`config.mk`:
```
export PLATFORM = sky130hd
export DESIGN_NAME = sorted_priority_queue
export DESIGN_NICKNAME = d
export VERILOG_FILES = /design/src/spq_pkg.sv /design/src/spq_ctrl.sv /design/src/spq_datapath.sv /design/src/sorted_priority_queue.sv
export SDC_FILE = /design/constraint.sdc
export NUM_CORES = 1
export LEC_CHECK = 0
export BUFFER_PORTS_ARGS = -buffer_cell sky130_fd_sc_hd__buf_4
export CORE_MARGIN = 1
export CORE_UTILIZATION = 55
export DETAILED_ROUTE_END_ITERATION = 6
export PLACE_DENSITY = 0.76
export SETUP_SLACK_MARGIN = 0.1
export SLEW_MARGIN = 40
export SYNTH_ARGS = -nofsm -noshare
export SYNTH_HDL_FRONTEND = slang
export SYNTH_SLANG_ARGS = --single-unit
```
`constraint.sdc`:
```
create_clock -name clk_i -period 10.7 [get_ports clk_i]
set_input_delay 1.605 -clock clk_i [delete_from_list [all_inputs] [get_ports clk_i]]
set_output_delay 1.605 -clock clk_i [all_outputs]
set_load 0.05 [all_outputs]
```
`src/spq_pkg.sv`:
```
// Shared constants, codes and controller/datapath interface types for the priority queue.
package spq_pkg;

  localparam int Depth = 16;
  localparam int CntW  = $clog2(Depth + 1);
  localparam int DataW = 8;
  localparam int PriW  = 16;
  localparam int StatW = 2;
  localparam int OccW  = 5;

  localparam logic OP_ENQUEUE = 1'b0;
  localparam logic OP_DEQUEUE = 1'b1;

  localparam logic [StatW-1:0] STATUS_ENQUEUED = 2'd0;
  localparam logic [StatW-1:0] STATUS_DEQUEUED = 2'd1;
  localparam logic [StatW-1:0] STATUS_EMPTY    = 2'd2;
  localparam logic [StatW-1:0] STATUS_FULL     = 2'd3;

  typedef struct packed {
    logic             load;
    logic             push;
    logic             pop;
    logic [StatW-1:0] status;
  } cmd_t;

  typedef struct packed {
    logic full;
    logic empty;
  } dp_stat_t;

endpackage

```
`src/spq_ctrl.sv`:
```
// Handshake controller: accepts operations and holds the result transfer.
module spq_ctrl (
  input  logic              clk_i,
  input  logic              rst_ni,
  input  logic              in_valid_i,
  output logic              in_ready_o,
  input  logic              opcode_i,
  output logic              out_valid_o,
  input  logic              out_ready_i,
  input  spq_pkg::dp_stat_t dp_stat_i,
  output spq_pkg::cmd_t     cmd_o
);
  import spq_pkg::*;

  localparam logic S_IDLE = 1'b0;
  localparam logic S_HOLD = 1'b1;

  logic state_q, state_d;
  logic accept;

  assign in_ready_o  = (state_q == S_IDLE) || out_ready_i;
  assign out_valid_o = (state_q == S_HOLD);
  assign accept      = in_valid_i && in_ready_o;

  always_comb begin
    cmd_o.load   = accept;
    cmd_o.push   = 1'b0;
    cmd_o.pop    = 1'b0;
    cmd_o.status = STATUS_ENQUEUED;
    if (opcode_i == OP_ENQUEUE) begin
      if (dp_stat_i.full) begin
        cmd_o.status = STATUS_FULL;
      end else begin
        cmd_o.push   = accept;
        cmd_o.status = STATUS_ENQUEUED;
      end
    end else begin
      if (dp_stat_i.empty) begin
        cmd_o.status = STATUS_EMPTY;
      end else begin
        cmd_o.pop    = accept;
        cmd_o.status = STATUS_DEQUEUED;
      end
    end
  end

  always_comb begin
    state_d = state_q;
    case (state_q)
      S_IDLE: begin
        if (accept) state_d = S_HOLD;
      end
      S_HOLD: begin
        if (accept) state_d = S_HOLD;
        else if (out_ready_i) state_d = S_IDLE;
      end
      default: state_d = S_IDLE;
    endcase
  end

  always_ff @(posedge clk_i or negedge rst_ni) begin
    if (!rst_ni) begin
      state_q <= S_IDLE;
    end else begin
      state_q <= state_d;
    end
  end

endmodule

```
`src/spq_datapath.sv`:
```
// Sorted shift-register entry array with count and result registers.
module spq_datapath (
  input  logic                      clk_i,
  input  logic                      rst_ni,
  input  spq_pkg::cmd_t             cmd_i,
  input  logic [spq_pkg::DataW-1:0] item_data_i,
  input  logic [spq_pkg::PriW-1:0]  item_priority_i,
  output spq_pkg::dp_stat_t         dp_stat_o,
  output logic [spq_pkg::DataW-1:0] out_data_o,
  output logic [spq_pkg::PriW-1:0]  out_priority_o,
  output logic [spq_pkg::StatW-1:0] status_o,
  output logic [spq_pkg::OccW-1:0]  occupancy_o
);
  import spq_pkg::*;

  logic [DataW-1:0] data_q [Depth];
  logic [DataW-1:0] data_d [Depth];
  logic [PriW-1:0]  pri_q  [Depth];
  logic [PriW-1:0]  pri_d  [Depth];
  logic [Depth-1:0] le;
  logic [CntW-1:0]  count_q, count_d;

  logic [DataW-1:0] res_data_q;
  logic [PriW-1:0]  res_pri_q;
  logic [StatW-1:0] res_stat_q;

  assign dp_stat_o.full  = (count_q == CntW'(Depth));
  assign dp_stat_o.empty = (count_q == '0);

  always_comb begin
    for (int i = 0; i < Depth; i++) begin
      le[i] = (CntW'(i) < count_q) && (pri_q[i] <= item_priority_i);
    end
  end

  always_comb begin
    for (int i = 0; i < Depth; i++) begin
      data_d[i] = data_q[i];
      pri_d[i]  = pri_q[i];
    end
    count_d = count_q;
    if (cmd_i.push) begin
      count_d = count_q + 1'b1;
      if (!le[0]) begin
        data_d[0] = item_data_i;
        pri_d[0]  = item_priority_i;
      end
      for (int i = 1; i < Depth; i++) begin
        if (!le[i]) begin
          if (le[i-1]) begin
            data_d[i] = item_data_i;
            pri_d[i]  = item_priority_i;
          end else begin
            data_d[i] = data_q[i-1];
            pri_d[i]  = pri_q[i-1];
          end
        end
      end
    end else if (cmd_i.pop) begin
      count_d = count_q - 1'b1;
      for (int i = 0; i < Depth - 1; i++) begin
        data_d[i] = data_q[i+1];
        pri_d[i]  = pri_q[i+1];
      end
    end
  end

  always_ff @(posedge clk_i) begin
    for (int i = 0; i < Depth; i++) begin
      data_q[i] <= data_d[i];
      pri_q[i]  <= pri_d[i];
    end
    if (cmd_i.load) begin
      res_data_q <= cmd_i.pop ? data_q[0] : '0;
      res_pri_q  <= cmd_i.pop ? pri_q[0] : '0;
      res_stat_q <= cmd_i.status;
    end
  end

  always_ff @(posedge clk_i or negedge rst_ni) begin
    if (!rst_ni) begin
      count_q <= '0;
    end else begin
      count_q <= count_d;
    end
  end

  assign out_data_o     = res_data_q;
  assign out_priority_o = res_pri_q;
  assign status_o       = res_stat_q;
  assign occupancy_o    = OccW'(count_q);

`ifndef NO_ASSERTIONS
  a_count_bound: assert property (@(posedge clk_i) disable iff (!rst_ni)
    count_q <= CntW'(Depth))
    else $error("entry count exceeds depth");

  a_push_pop_excl: assert property (@(posedge clk_i) disable iff (!rst_ni)
    !(cmd_i.push && cmd_i.pop))
    else $error("push and pop in the same cycle");

  a_push_count: assert property (@(posedge clk_i) disable iff (!rst_ni)
    cmd_i.push |=> count_q == $past(count_q) + 1'b1)
    else $error("push did not advance the count");

  a_pop_count: assert property (@(posedge clk_i) disable iff (!rst_ni)
    cmd_i.pop |=> count_q == $past(count_q) - 1'b1)
    else $error("pop did not drop the count");
`endif

endmodule

```
`src/sorted_priority_queue.sv`:
```
// Top level of the sorted priority queue: controller plus entry datapath.
// Usage:
//   Input channel (in_valid_i / in_ready_o) carries one operation per transfer:
//   opcode_i selects enqueue or dequeue, item_data_i and item_priority_i give
//   the item. Output channel (out_valid_o / out_ready_i) returns exactly one
//   result per operation: dequeued byte and priority (zero otherwise), a
//   status code and the occupancy after the operation.
//   The result is valid the cycle after the input transfer. Throughput is
//   one operation per cycle while the receiver takes each result; every
//   entry compares against the new priority in parallel and the whole
//   sorted array shifts together.
//   An enqueue lands behind all stored items of lower or equal priority, so
//   equal priorities leave in arrival order. A full queue drops the item and
//   reports full; an empty queue reports empty on dequeue.
//   Reset empties the queue at once and drops the pending result.
//   When the receiver stalls, the result register holds and in_ready_o stays
//   low until the result transfer completes.
module sorted_priority_queue (
  input  logic                      clk_i,
  input  logic                      rst_ni,
  input  logic                      in_valid_i,
  output logic                      in_ready_o,
  input  logic                      opcode_i,
  input  logic [spq_pkg::DataW-1:0] item_data_i,
  input  logic [spq_pkg::PriW-1:0]  item_priority_i,
  output logic                      out_valid_o,
  input  logic                      out_ready_i,
  output logic [spq_pkg::DataW-1:0] out_data_o,
  output logic [spq_pkg::PriW-1:0]  out_priority_o,
  output logic [spq_pkg::StatW-1:0] status_o,
  output logic [spq_pkg::OccW-1:0]  occupancy_o
);
  import spq_pkg::*;

  cmd_t     cmd;
  dp_stat_t dp_stat;

  spq_ctrl u_ctrl (
    .clk_i       (clk_i),
    .rst_ni      (rst_ni),
    .in_valid_i  (in_valid_i),
    .in_ready_o  (in_ready_o),
    .opcode_i    (opcode_i),
    .out_valid_o (out_valid_o),
    .out_ready_i (out_ready_i),
    .dp_stat_i   (dp_stat),
    .cmd_o       (cmd)
  );

  spq_datapath u_datapath (
    .clk_i           (clk_i),
    .rst_ni          (rst_ni),
    .cmd_i           (cmd),
    .item_data_i     (item_data_i),
    .item_priority_i (item_priority_i),
    .dp_stat_o       (dp_stat),
    .out_data_o      (out_data_o),
    .out_priority_o  (out_priority_o),
    .status_o        (status_o),
    .occupancy_o     (occupancy_o)
  );

endmodule
```
# Word level (Yosys, flattened, before mapping)
# Memory sizes are Yosys's and may differ from the RTL's.
# Cells that the tools add are included.
op_classes:
  addsub: 2
  order_cmp: 32
  n_eq_ne: 1
  mux: 81
  bitwise_logic: 1
  reduce_logical: 20
op_table:
  columns: ["op", "n"]
  rows:
  - ["2-to-1 mux 16 bit", 32]
  - ["2-to-1 mux 240 bit", 2]
  - ["less-or-equal comparator 16 bit", 16]
  - ["2-to-1 mux 8 bit", 32]
  - ["2-to-1 mux 120 bit", 2]
  - ["< comparator 4 x 5 -> 1 bit (first input constant)", 8]
  - ["< comparator 3 x 5 -> 1 bit (first input constant)", 4]
  - ["logical AND 1 bit", 17]
  - ["< comparator 1 x 5 -> 1 bit (first input constant)", 2]
  - ["< comparator 2 x 5 -> 1 bit (first input constant)", 2]
  - ["2-to-1 mux 5 bit", 2]
  - ["2-to-1 mux 1 bit", 7]
  - ["2-to-1 mux 2 bit", 3]
  - ["adder 5 x 1 -> 5 bit (second input constant)", 1]
  - ["== test 5 bit (second input constant)", 1]
  - ["zero test 5 bit", 1]
  - ["subtractor 5 x 1 -> 5 bit (second input constant)", 1]
  - ["one-hot mux 1 bit (2 select lines)", 1]
  - ["nonzero test 2 bit", 1]
  - ["logical OR 1 bit", 1]
  - ["inverter 1 bit", 1]
totals:
  regBits: 32
  mem_bits_rw: 384
  in_bits: 29
  out_inout_bits: 33
  elab_cells: 144
  mem_count: 2
mem_list:
  columns: ["name", "depth", "width", "read_ports", "rd_clocked_by_memory_dff", "write_ports", "line_no", "source"]
  rows:
  - ["u_datapath.pri_q", 16, 16, 16, 0, 16, "spq_datapath.sv:18", "logic [PriW-1:0] pri_q [Depth];"]
  - ["u_datapath.data_q", 16, 8, 16, 0, 16, "spq_datapath.sv:16", "logic [DataW-1:0] data_q [Depth];"]

# Logic depth before layout (Yosys ltp)
# Gate-level depths: netlist (run 1).
logic_depth:
  word_depth: 7
  mapped_depth: 11
  mapped_depth_nobuf: 8

# Cells and area by module
# A second synthesis (run 1) with hierarchy kept.
hier_totals:
  cells_unflattened: 3074
  area_unflattened_um2: 30334.1
by_module_without_submodules:
  columns: ["mod", "instances", "cells_each", "area_each_um2", "seq_area_each_um2"]
  rows:
  - ["spq_datapath", 1, 3061, 30232.7, 12436.9]
  - ["spq_ctrl", 1, 13, 101.3, 25.0]

# Worst setup path before layout (run 1)
# Ideal clock, no wire load.
synth_timing:
  path_kind: "input-to-reg"
  start: "input port item_priority_i[14] (netlist bit)"
  end: "memory u_datapath.data_q[3][2] (netlist: u_datapath.data_q[1][10]) (enable)"
  setup_time_ps: 413
  arrival_time_ps: 4685
  required_time_ps: 10287
  setup_slack_ps: 5602
  path_stages: 10
  n_path_buf: 2
  cell_sequence: "inv_1 ha_1 and4_1 nand4_1 a21o_1 o211a_1 or2_2 buf_2 clkbuf_1 a21oi_1"
synth_rtl:
  columns: ["element", "line_no", "source"]
  rows:
  - ["start: declaration", "sorted_priority_queue.sv:25", "input logic [spq_pkg::PriW-1:0] item_priority_i,"]
  - ["end: declaration", "spq_datapath.sv:16", null]

==> results of run 1 <==
[critical path, stage by stage]
cell and delay (ns):
buf_4 0.20, clkinv_1 0.70, ha_1 0.64, nand4_1 0.20, nor4_1 0.73, a21boi_0 0.25, nand3b_1 0.17, a31oi_2 0.09
buf_4 0.28, nand2_2 0.49
[power by group through the flow]
stage / Sequential, W / Combinational [W] / Clock, W
final: 0.00255 / 0.00197 / 0.00171
after global routing: 0.00257 / 0.00213 / 0.00178
after CTS: 0.00253 / 0.00195 / 0.00172
after detailed placement: 0.00256 / 0.00194 / 0
after global placement: 0.00256 / 0.00185 / 0
after floorplan: 0.00246 / 0.00142 / 0
[cell families (layout without fill, tap and decap cells)]
logic type	Yosys count	in the layout	synth area share (%)
adders and majority gates	259	259	12.27
and+or+nand+nor	663	663	12.75
AOI/OAI and AO/OA	659	659	19.53
DFF	416	416	47.20
xor gates and xnor gates	4	4	0.1327
muxes	121	121	4.701
buffers and inverters	210	237	3.403
other	0	3	0
[cell type report]
| class | count | share of cell area [%] |
|---|---|---|
| Timing Repair Buffer | 103 | 2.809 |
| Sequential cell | 416 | 43.04 |
| Inverter | 50 | 0.6481 |
| Multi-Input combinational cell | 1706 | 45.35 |
| Clock buffer | 55 | 4.239 |
| Tap cell | 607 | 2.623 |
| Clock inverter | 29 | 1.262 |
| Antenna cell | 3 | 0.02593 |
[sequential cells by signal, indices dropped and copies added, names as in the netlist]
signal,count
u_datapath.pri_q,256
u_datapath.data_q,128
u_datapath.out_priority_o,16
u_datapath.out_data_o,8
u_datapath.occupancy_o,5
u_datapath.status_o,2
u_ctrl.out_valid_o,1
[through the flow]
| stage | setup slack (ns) | utilization [%] |
|---|---|---|
| 2_1_floorplan | 5.602 | - |
| 3_3_place_gp | 5.020 | 58.11 |
| 3_5_place_dp | 5.363 | 58.24 |
| 4_1_cts | 5.991 | 61.63 |
| 5_1_grt | 5.281 | 61.67 |
| 6_report | 5.517 | 61.67 |
[worst paths after layout]
check / to / depth (start not counted)
setup reg to reg: u_datapath.pri_q[1][123] / 9
hold / removal: u_datapath.data_q[0][2] / 2
setup / recovery: u_datapath.pri_q[1][43] / 10
min in group asynchronous: u_datapath.occupancy_o[0] / 1
hold reg to reg: u_datapath.data_q[0][2] / 2
max in group asynchronous: u_datapath.occupancy_o[4] / 1
[synthesized netlist by cell type, types with 4 or more instances]
cell       instances  share of area [%]
inv_1             50               0.71
a21o_1            13               0.37
o21ai_0           61                1.2
nor2_1           213                3.0
o211ai_1          16               0.45
buf_2             58                1.1
or2_2            189                4.5
a22oi_1            4               0.11
o41ai_1           24               0.80
ha_1             259                 12
o22ai_1            4              0.095
o31ai_1            4               0.11
buf_4              6               0.17
a221oi_1          27               0.90
buf_1              7               0.10
and3_1            25               0.59
a21oi_1          233                4.4
or4_1              5               0.14
edfxtp_1         410                 47
o21a_1             9               0.26
mux2_2            24                1.0
o221a_2          169                7.2
or3_1             10               0.24
nand2_1          102                1.5
a2111oi_0          7               0.23
a211oi_1           4               0.11
nor4_1             4              0.095
nor3_1             8               0.15
nor2b_1           18               0.43
o221a_1           23               0.98
nand3_1           17               0.32
a41oi_1           25               0.83
nand4_1           55                1.3
dfrtp_1            6               0.57
mux2i_1           97                3.7
a31oi_1            4              0.095
clkbuf_1          87                1.2
[routing by layer]
layer  track usage [%]  wire (um)  vias up
met4             14.17       3325        2
met3             4.435       5932      202
met1             40.76      31450     9969
met5                 0         13        -
li1                  -          -     9161
met2             50.03      35770     1025
==> impl_summary.md, run 1 <==
Power
The internal portion of the total power is 0.004071 W. For this design the static power due to leakage is 11.15 nW. The power dissipated by switching net loads is 0.002155 W. VDD sags by at most 0.0001478 V. The relative contribution of the clock network to total power is 27.4%.

Per report_power, the combinational group accounts for 31.6% of the total. The power after layout is 0.006226 W. The sequential fraction of design power is 40.9%. The power density of the placed cells is 215.0 mW/mm^2. The net switching fraction of the power is 34.61%.

Yosys
The cell count after synthesis came out at about 2300. Of the synthesized area, sequential elements account for 47.20%. The most instantiated flip-flop cell in the synthesis netlist is edfxtp_1.

The number of flops mapped to enable cells by yosys is 410. Counting every net in the synthesized netlist gives 2620. Counting flops and latches in the post-synthesis netlist gives 416. After synthesis, the mean cell area works out to 11.32 um^2. Yosys printed 0 warnings.

The netlist area before placement is 0.02640 mm^2. After synthesis, the netlist uses 66 different library cells. The post-synthesis async set-or-reset flop share is approximately 1.4%.

Worst setup path
For the worst setup path, the data required time is 10.91 ns. The sort of element at the end of the critical path is a register. The register-to-register path setup slack is 6.13 ns. In this run the critical register-to-register path is launched from u_datapath.occupancy_o[1]. The setup path with the least slack is of type in2reg.

The sort of element at the start of the critical path is an input port. At the worst endpoint, the arrival time is 5.39 ns. In this run the worst setup path begins at item_priority_i[15]. The maximum fanout along the worst path is 25.

STA
The final-report hold violation count came to 0. The worst slew slack as a fraction of its limit is a little over a third. In the final timing run, aggregate negative setup slack is 0 ns. Setup repair after global routing left no endpoint under its margin.

The worst hold slack after final layout is 0.5630 ns. The post-route fraction of the period consumed by the critical path is 48.43%. The actual transition at the worst max-transition pin is 0.9544 ns. The clock period minus final worst setup slack is 5.183 ns. The maximum frequency from static timing analysis is 0.1930 GHz. Between clock sinks in the finished design, the worst skew comes to 0.02205 ns.

Setup violations remaining at the end of the flow were counted as 0. The count of final max-slew check failures is 0.

Global routing
The pin count of the biggest net entering global routing is 203. The via count of the first global-routing pass is 19730. The first-pass GRT wire length is 116.9 mm. For this run, the total global-route usage over all layers was measured as 30.75%. Global routing finished with a remaining overflow of 0. The initial antenna violation count is 5.

Detailed routing
The number of vias in the routed layout is between 20000 and 25000. The wire length reported by the detailed router is 76.49 mm. The vias per cell is 6.857. After detailed routing, the average wire length per cell comes to 25.76 um.

The number of design rule violations left after detail routing is 0. The detail route stage leaves a number of antenna-violating nets equal to 0. After the first detailed-routing iteration, the DRC count stood at 2318.

The first TritonRoute pass finished after 6 iterations.

Final layout
The net total in the final layout is 2612. Fill cells in the final layout number 3643. For this run, the number of standard cells in the final layout without fillers is 2969. The area overhead of the layout relative to synthesis is 9.677%.

The multi-input combinational cells in the finished layout cover a total of 0.01313 mm^2. Of the cells placed in the final design, the portion with a size suffix greater than 1 is between 20% and 30%. The post-route standard cell area excluding fillers is 0.02896 mm^2. The most common cell after layout, fill and taps aside is edfxtp_1. Across the whole layout, storage elements account for around 0.012 mm^2.

In the layout the commonest cells are edfxtp_1, ha_1, a21oi_1.

Clocking
The number of H-tree branching levels is 2. TritonCTS built the clock tree. The post-CTS setup buffer count is 0. For this design, the CTS-stage hold fixing added 0 buffers. Counting the buffers created by CTS gives 47. After clock tree synthesis, the clock-pin slew on the worst setup and hold paths is approximately 0.06 ns.

For this design, the sink count on the clock tree is 416. The post-cts repair resize count is 0. Clock tree synthesis selected as its root buffer the cell clkbuf_16. The clock passes through at most 3 buffers. For the worst-skew pair, the clock arrives at the later sink with an insertion delay of 0.60 ns.

Floorplan
The die boundary width is 221.1 um. The floorplan step defined a core boundary enclosing 0.04695 mm^2. The die area is 0.04888 mm^2.

Pin placement for this block handled 62 I/O pins. The floorplan has 79 rows. The die is 221.1 um tall. The starting utilization of the core area is a little under three fifths.

Place
The total of buffers placed on input and output ports is 61. The detailed placement HPWL is 54.47 mm. The routability congestion estimate is 0.9658.

The number of placed instances with taps included is 2882. Once placement finished, the instance area stood at 0.02734 mm^2.

Status
The run finished with clean final reports.

Run
The reported max-cap violation count is 0.

Worst hold path
The critical hold path startpoint is u_datapath.data_q[0][10]. The path class of the tightest hold or removal check is reg2reg.
Power figures use the tool's default switching activity.
==> inputs of run 2 (changes only) <==
--- a/config.mk
+++ b/config.mk
@@ -9,7 +9,7 @@
 export CORE_MARGIN = 1
 export CORE_UTILIZATION = 55
 export DETAILED_ROUTE_END_ITERATION = 6
-export PLACE_DENSITY = 0.76
+export PLACE_DENSITY = 0.79
 export SETUP_SLACK_MARGIN = 0.1
 export SLEW_MARGIN = 40
 export SYNTH_ARGS = -nofsm -noshare
==> constraint.sdc (replaced) <==
create_clock -name clk_i -period 4.55 [get_ports clk_i]
set_input_delay 0.6825 -clock clk_i [delete_from_list [all_inputs] [get_ports clk_i]]
set_output_delay 0.6825 -clock clk_i [all_outputs]
set_load 0.05 [all_outputs]
==> impl_summary.md, run 2 (same netlist as run 1, synthesis figures left out) <==
Status
The run finished with clean final reports.

STA
For the final routed database, the setup TNS stands at 0 ns. The count of final max-slew check failures was 0. The clock period minus final worst setup slack is between 3 and 4 ns. The worst pin sits at a relative slew slack of 42.68%. The final-report hold violation count is 0. Timing would allow up to 0.2784 GHz. The final setup violation count is 0. Setup repair after global routing left no endpoint under its margin. The final setup skew is roughly 0.014 ns. The actual transition at the worst max-transition pin is between 0.8 and 0.9 ns. In the finished design, the share of the clock period the worst path needs comes to 78.95%.

Clocking
The buffer depth of the longest clock path is 3. The clock tree synthesis step divided the H-tree into 2 levels. Clock-pin slew was measured on the worst setup and hold paths at approximately 0.060 ns.

The later-pin clock latency in the skew report is about 0.6 ns. The library cell used as clock root buffer is clkbuf_16. In this run the post-CTS setup repair buffer count came out at 0. The CTS buffer count is 47. TritonCTS built the clock tree. For this design, the sink count on the clock tree is around 420.

Power
The leakage power is 11.48 nW. Power spread over the standard cell area amounts to 499.7 mW/mm^2. VDD sags by at most 0.0002653 V.

Final layout
The finished cells cover 0.02944 mm^2. Leaving out fill and tap cells, the most frequent cell in the layout is edfxtp_1. The fraction of final layout cells with drive strength greater than 1 is 26.23%. From synthesis to final layout, the design area changed by 11.52%. The final-layout fill cell count is 3525. The register with the most flip-flops in the layout has 256 of them. After the last flow step, the layout net total stands at 2670. More flip-flops sit in one register than any other, and that register is u_datapath.pri_q. The top cell types in the final layout, fill and taps aside, are edfxtp_1, ha_1, a21oi_1.

Detailed routing
Dividing the detail-routed wire length by the instance count gives 24.53 um. The first routing iteration left 2275 violations. The number of design rule violations left after detail routing is 0. The vias per cell is a little under 7. The first detailed-routing pass took 5 iterations. The detail route stage leaves a number of antenna-violating nets equal to 0. Across all layers, the routed design uses 20680 vias. Wires add up to ~74 mm.

Global routing
The initial antenna violation count was 4. The via count of the first global-routing pass was 20210. The total track usage is 29.73%. The overall overflow remaining after global route is 0. The first-pass GRT wire length is around 110 mm. The pin count of the biggest net entering global routing is 79.

Place
The detailed placement HPWL is ~55 mm. At the end of routability-driven placement, the weighted congestion stood at 0.9519. The area of placed instances is 0.02781 mm^2. The total of buffers placed on input and output ports is 61.

Worst setup path
The maximum fanout along the worst path is between 70 and 80. The classification of the worst setup path is reg2reg. The worst setup path is captured at a register. For the worst setup path, the data arrival time is 3.86 ns. The sort of element at the start of the critical path is a register. The data required time of the worst path is 4.82 ns.

Floorplan
The floorplan row count is between 70 and 80. The total core area is approximately 0.047 mm^2. The die is 221.1 um wide.

The die covers 0.04888 mm^2. The starting utilization of the core area is 56.23%. The top-level I/O count is 62. Measured along the y axis, the die boundary spans 221.1 um.

Run
The reported max-cap violation count is 0.

Worst hold path
The class of the worst hold path is in2reg.
## run 2: path summary, 6_finish.rpt
check / startpoint / slack (ns) / cells after the start / endpoint
max reg2reg: u_datapath.occupancy_o[1] / 0.96 / 9 / u_datapath.pri_q[0][127]
min in group asynchronous: rst_ni / 0.47 / 2 / u_datapath.occupancy_o[0]
max in group asynchronous: rst_ni / 3.95 / 2 / u_datapath.occupancy_o[4]
min: in_valid_i / 0.40 / 3 / u_ctrl.out_valid_o
max: u_datapath.occupancy_o[1] / 0.96 / 9 / u_datapath.pri_q[0][127]
min reg2reg: u_datapath.occupancy_o[4] / 0.50 / 1 / u_datapath.occupancy_o[4]
## run 2: through the flow
step	hold WS [ns]	cells	power, W	utilization, %	setup WS [ns]
3_5_place_dp	0.4885	2939	0.01061	59.22	0.5602
2_1_floorplan	0.3869	2332	0.009131	-	0.2239
5_1_grt	0.4251	3031	0.01531	62.71	0.8295
6_report	0.4030	3031	0.01471	62.71	0.9580
4_1_cts	0.3905	3028	0.01465	62.69	1.003
3_3_place_gp	0.4919	2937	0.01034	59.18	0.6236
## run 2: what timing repair did
action | 4_1_cts | 5_1_grt
hold buffers | 1 | 0
hold endpoints to repair | 6 | 0
resized for setup | 0 | 0
## run 2: area by class of cell
class,count,area (um^2),share of cell area [%]
clock inverter,29,355.3,1.207
inverter,50,187.7,0.6374
antenna,3,7.507,0.02550
clock buffer,59,1262,4.288
multi-input combinational,1706,13090,44.46
sequential,416,12460,42.33
tap,607,759.5,2.579
timing repair buffer,161,1319,4.479
## run 2: layer usage
layer  GRT usage [%]  part of all wire (%)
met1           37.93                    39
met2           49.88                    48
met3           4.408                   8.2
met4           13.96                   4.3
met5               0                 0.019
## run 2: where the power goes
group	leakage (nW)	switching, W	internal [W]
sequential	3.91	0.000632	0.00527
combinational	6.78	0.00275	0.00203
clock	0.789	0.00160	0.00242
total	11.5	0.00499	0.00972
## run 2: worst max-delay path, stage by stage, from the launching register on
cell,delay [ns]
dfrtp_1,0.77
inv_1,0.15
ha_1,0.31
nor3b_2,0.21
a2111oi_4,0.50
buf_4,0.26
buf_12,0.18
buf_12,0.29
a21o_1,0.25
buf_4,0.32
==> inputs of run 3 (changes only) <==
--- a/config.mk
+++ b/config.mk
@@ -5,11 +5,12 @@
 export SDC_FILE = /design/constraint.sdc
 export NUM_CORES = 1
 export LEC_CHECK = 0
+export ABC_AREA = 1
 export BUFFER_PORTS_ARGS = -buffer_cell sky130_fd_sc_hd__buf_4
 export CORE_MARGIN = 1
 export CORE_UTILIZATION = 55
 export DETAILED_ROUTE_END_ITERATION = 6
-export PLACE_DENSITY = 0.79
+export PLACE_DENSITY = 0.76
 export SETUP_SLACK_MARGIN = 0.1
 export SLEW_MARGIN = 40
 export SYNTH_ARGS = -nofsm -noshare
==> constraint.sdc (replaced) <==
create_clock -name clk_i -period 3.4 [get_ports clk_i]
set_input_delay 0.51 -clock clk_i [delete_from_list [all_inputs] [get_ports clk_i]]
set_output_delay 0.51 -clock clk_i [all_outputs]
set_load 0.05 [all_outputs]
==> impl_summary.md, run 3 <==
Final layout
The flip-flop and latch area is 0.01246 mm^2. The post-route netlist has 6.177% of its cells at a drive strength greater than 1. After the last flow step, the layout net total stands at approximately 4000.

The final-layout fill cell count is 4555. The number of antenna diodes in the final layout is 0. The combined area of the multi-input logic cells is 0.01310 mm^2. The register containing the most flip-flops in the final layout is u_datapath.pri_q. The area overhead of the layout relative to synthesis is 9.297%. For this run, the share of the core covered by cells in the final layout is 60.90%. In the layout the commonest cells are nand2_1, inv_1, edfxtp_1. The flip-flop count of the largest register, all copies and words added is 256. The most common cell after layout, fill and taps aside is nand2_1.

Worst setup path
The buffer and inverter count on the worst path is 5. The data required time of the worst path is between 3 and 4 ns. The sort of element at the start of the critical path is a register. The count of cells along the worst register-to-register path is 11.

Walking the worst path, the cells encountered are inv_1, ha_1, inv_1, nor3_4, nand2_2, nand3_4, inv_4, buf_12, nand2_1, nand2_1, buf_12. The dominant delay contributor by cell family on the critical path is buffers and inverters. The critical path in this run is classified as reg2reg. The data arrival time of the critical path is 3.07 ns.

The endpoint identified for the worst register-to-register timing path is u_datapath.data_q[6][11]. The critical path's slowest cell is dfrtp_1. The worst stage delay on the critical path is 0.50 ns. For flop-to-flop paths, the worst setup slack is 0.62 ns. The sort of element at the end of the critical path is a register. In this run the worst path has a maximum fanout of 25.

The beginning of the worst register-to-register path is u_datapath.occupancy_o[0].

STA
Setup violations remaining at the end of the flow were counted as 0. The final-report hold violation count is 0. The maximum frequency from static timing analysis is 0.3599 GHz. The slack of the critical path is 0.6212 ns. The setup TNS is 0 ns. Setup repair after global routing left no endpoint under its margin. The count of final max-slew check failures came to 0. The worst slew slack as a fraction of its limit is 43.18%.

The worst path uses 81.73% of the clock period. The final setup skew is 0.01326 ns. For the pin with the worst max-slew slack, the measured transition is 0.8523 ns. The clock period minus final worst setup slack is 2.779 ns.

Place
The HPWL after detailed placement is 48.95 mm. OpenSTA, run right after detailed placement, puts the worst setup slack at 0.3114 ns. The count of buffers added on input and output ports is 61. The routability congestion estimate is 0.8774.

Clocking
The post-CTS setup buffer count is 0. The number of H-tree branching levels is 2. The clock transition at the registers of the reported paths is 0.06 ns. For this design, the sink count on the clock tree is 416. Buffers inserted to repair hold after CTS numbered 1. The clock tree from TritonCTS is yes. The post-cts repair resize count is 0. The clock passes through at most 3 buffers. The library cell used as clock root buffer is clkbuf_16. The later-pin clock latency in the skew report is slightly below 0.6 ns.

In this run, CTS created clock tree buffers numbering between 40 and 50.

Global routing
For met3 alone, demand over resource in global routing was 3.795%. The pin count of the biggest net entering global routing is about 180. The global-route layer with the greatest usage is met2. The met1 track demand over resource is about a third. The initial antenna violation count is 0. The overall overflow remaining after global route is 0.

The via count of the first global-routing pass is 22000. For this run, global-route usage on met2 was measured as between 40% and 50%. The total track usage is 26.37%. The first global-routing pass estimated 109.4 mm of wire.

Power
The internal portion of total power is 0.01139 W. The power dissipated by switching net loads is 0.006707 W. The sequential fraction of design power is 41.3%.

The analysis attributes to cell leakage a power of 17.40 nW. Net switching is between 30 and 40% of the power. The power density of the placed cells is 592.4 mW/mm^2. The share of total power dissipated in combinational logic is about a third. The relative contribution of the clock network to total power is between 20% and 30%.

The peak ir drop on the vdd network is 0.0003604 V.

Yosys
After synthesis, the cell types taking the most area are edfxtp_1, nand2_1, ha_1. In the synthesized netlist, the number of instances is about 3700. The synthesized design contains 410 enable-type register cells. The netlist area before placement is 0.02795 mm^2. The number of distinct library cells after synthesis is 29. In this run, synthesis produced a sequential element count of 416. After synthesis, the share of flip-flops with an asynchronous set or reset is 1.442%. The portion of synthesized cell area occupied by the leading cell type is 44.04%. For this run, the number of Yosys warnings is 0. The mean post-synth cell area is ~7.6 um^2. The synthesized design spends more area on one cell type than any other, namely edfxtp_1. Ranked by instance count, the synthesized netlist is headed by nand2_1, inv_1, edfxtp_1. The library cell with the highest instance count after synthesis is nand2_1.

The register area share after synthesis is 44.58%. Counting every net in the synthesized netlist gives 3987. The most used flip-flop cell after synthesis is edfxtp_1.

Status
The flow ran to the end, and the final reports show no timing, DRC or antenna violations.

Detailed routing
Summed over all layers, the routed wires come to about 66 mm. Dividing the detail-routed via count by the number of cells gives between 5 and 6. The DRC violation total after the first TritonRoute iteration is 1682. The antenna violation net count after detailed routing is 0. The first-pass iteration count of the detailed router is 5. The number of vias in the routed layout is 22380. The mean routed wirelength per cell is 14.83 um. After detailed routing, the number of remaining DRC violations is 0.

Worst hold path
The worst hold path was traced through 3 stages. The class of the worst hold path is in2reg. In this run the most critical hold path is launched from in_valid_i. The worst hold path terminates at u_ctrl.out_valid_o.

Floorplan
The initialized floorplan defines 82 standard-cell rows. The die covers 0.05173 mm^2. The starting utilization of the core area is 55.72%.

The height of the die is 227.4 um. The top-level I/O count is 62. The floorplan step defined a core boundary enclosing 0.05017 mm^2. The die boundary width is around 230 um.

Run
Max-cap violations in this run came to 0.
==> run 3: changes by cell type after synthesis, moves of 38 or more <==
cell / delta
a21oi_1: -131
o221a_2: -169
nand2_1: +1945
mux2i_1: -97
inv_1: +385
nor2_1: -110
nand4_1: -38
or2_2: -189
==> run 3: power by group through the flow <==
stage                     logic (W)  registers (W)  clock network, W
after floorplan             0.00421        0.00756                 0
after global placement      0.00576        0.00754                 0
after detailed placement    0.00590        0.00756                 0
after CTS                   0.00596        0.00746           0.00476
after global routing        0.00687        0.00757           0.00491
final                       0.00596        0.00747           0.00467
==> run 3: cell type report <==
class                      instances  area share, %
clock buffer                      64          4.128
clock inverter                    20         0.3276
inverter                         438          5.389
multi-input combinational       2712          42.89
sequential                       416          40.79
tap                              672          2.752
timing repair buffer             138          3.727
==> run 3: how the worst max path moves through the flow <==
stage / from / endpoint / depth (start not counted) / slack, ns
after floorplan: u_ctrl.out_valid_o / u_datapath.data_q[0][0] / 10 / 0.15
final: u_datapath.occupancy_o[0] / u_datapath.data_q[6][11] / 11 / 0.62
after detailed placement: item_priority_i[8] / u_datapath.data_q[2][11] / 13 / 0.31
after global routing: u_datapath.occupancy_o[4] / u_datapath.data_q[5][15] / 10 / 0.45
after CTS: u_datapath.occupancy_o[0] / u_datapath.pri_q[0][38] / 11 / 0.64
after global placement: item_priority_i[8] / u_datapath.data_q[2][11] / 13 / 0.35
==> run 3: cells by family (layout without fill, tap and decap cells) <==
kind of cell	count (synthesis)	in the layout	share of synthesized area [%]
AO/OA/AOI/OAI	187	187	3.523
XOR/XNOR	4	4	0.1253
adder cells (fa/ha/maj)	259	259	11.59
buffers and inverters	571	660	8.585
flip-flops	416	416	44.58
AND/OR/NAND/NOR	2262	2262	31.59
==> run 3: layer usage <==
metal	wire (um)	vias up	part of all wire (%)
li1	-	11700	-
met1	29320	10010	44
met2	31230	563	47
met3	3599	112	5.4
met4	2009	0	3.0
met5	0	-	0
==> run 3: worst register-to-register path, cell delays in order, from the launching register on <==
cell and delay [ns]:
dfrtp_1 0.50, inv_1 0.14, ha_1 0.23, inv_1 0.11, nor3_4 0.05, nand2_2 0.13, nand3_4 0.13, inv_4 0.27
buf_12 0.29, nand2_1 0.16, nand2_1 0.25, buf_12 0.21
==> run 3: per-stage QoR <==
step                std cells  power [W]  area, um^2  hold WS [ns]
floorplan                3699    0.01178       27960        0.2144
global placement         4375    0.01329       29180        0.3202
detailed placement       4375    0.01346       29180        0.3182
CTS                      4460    0.01818       30550       0.08759
global route             4460    0.01935       30550        0.1338
finish                   4460    0.01810       30550        0.1186
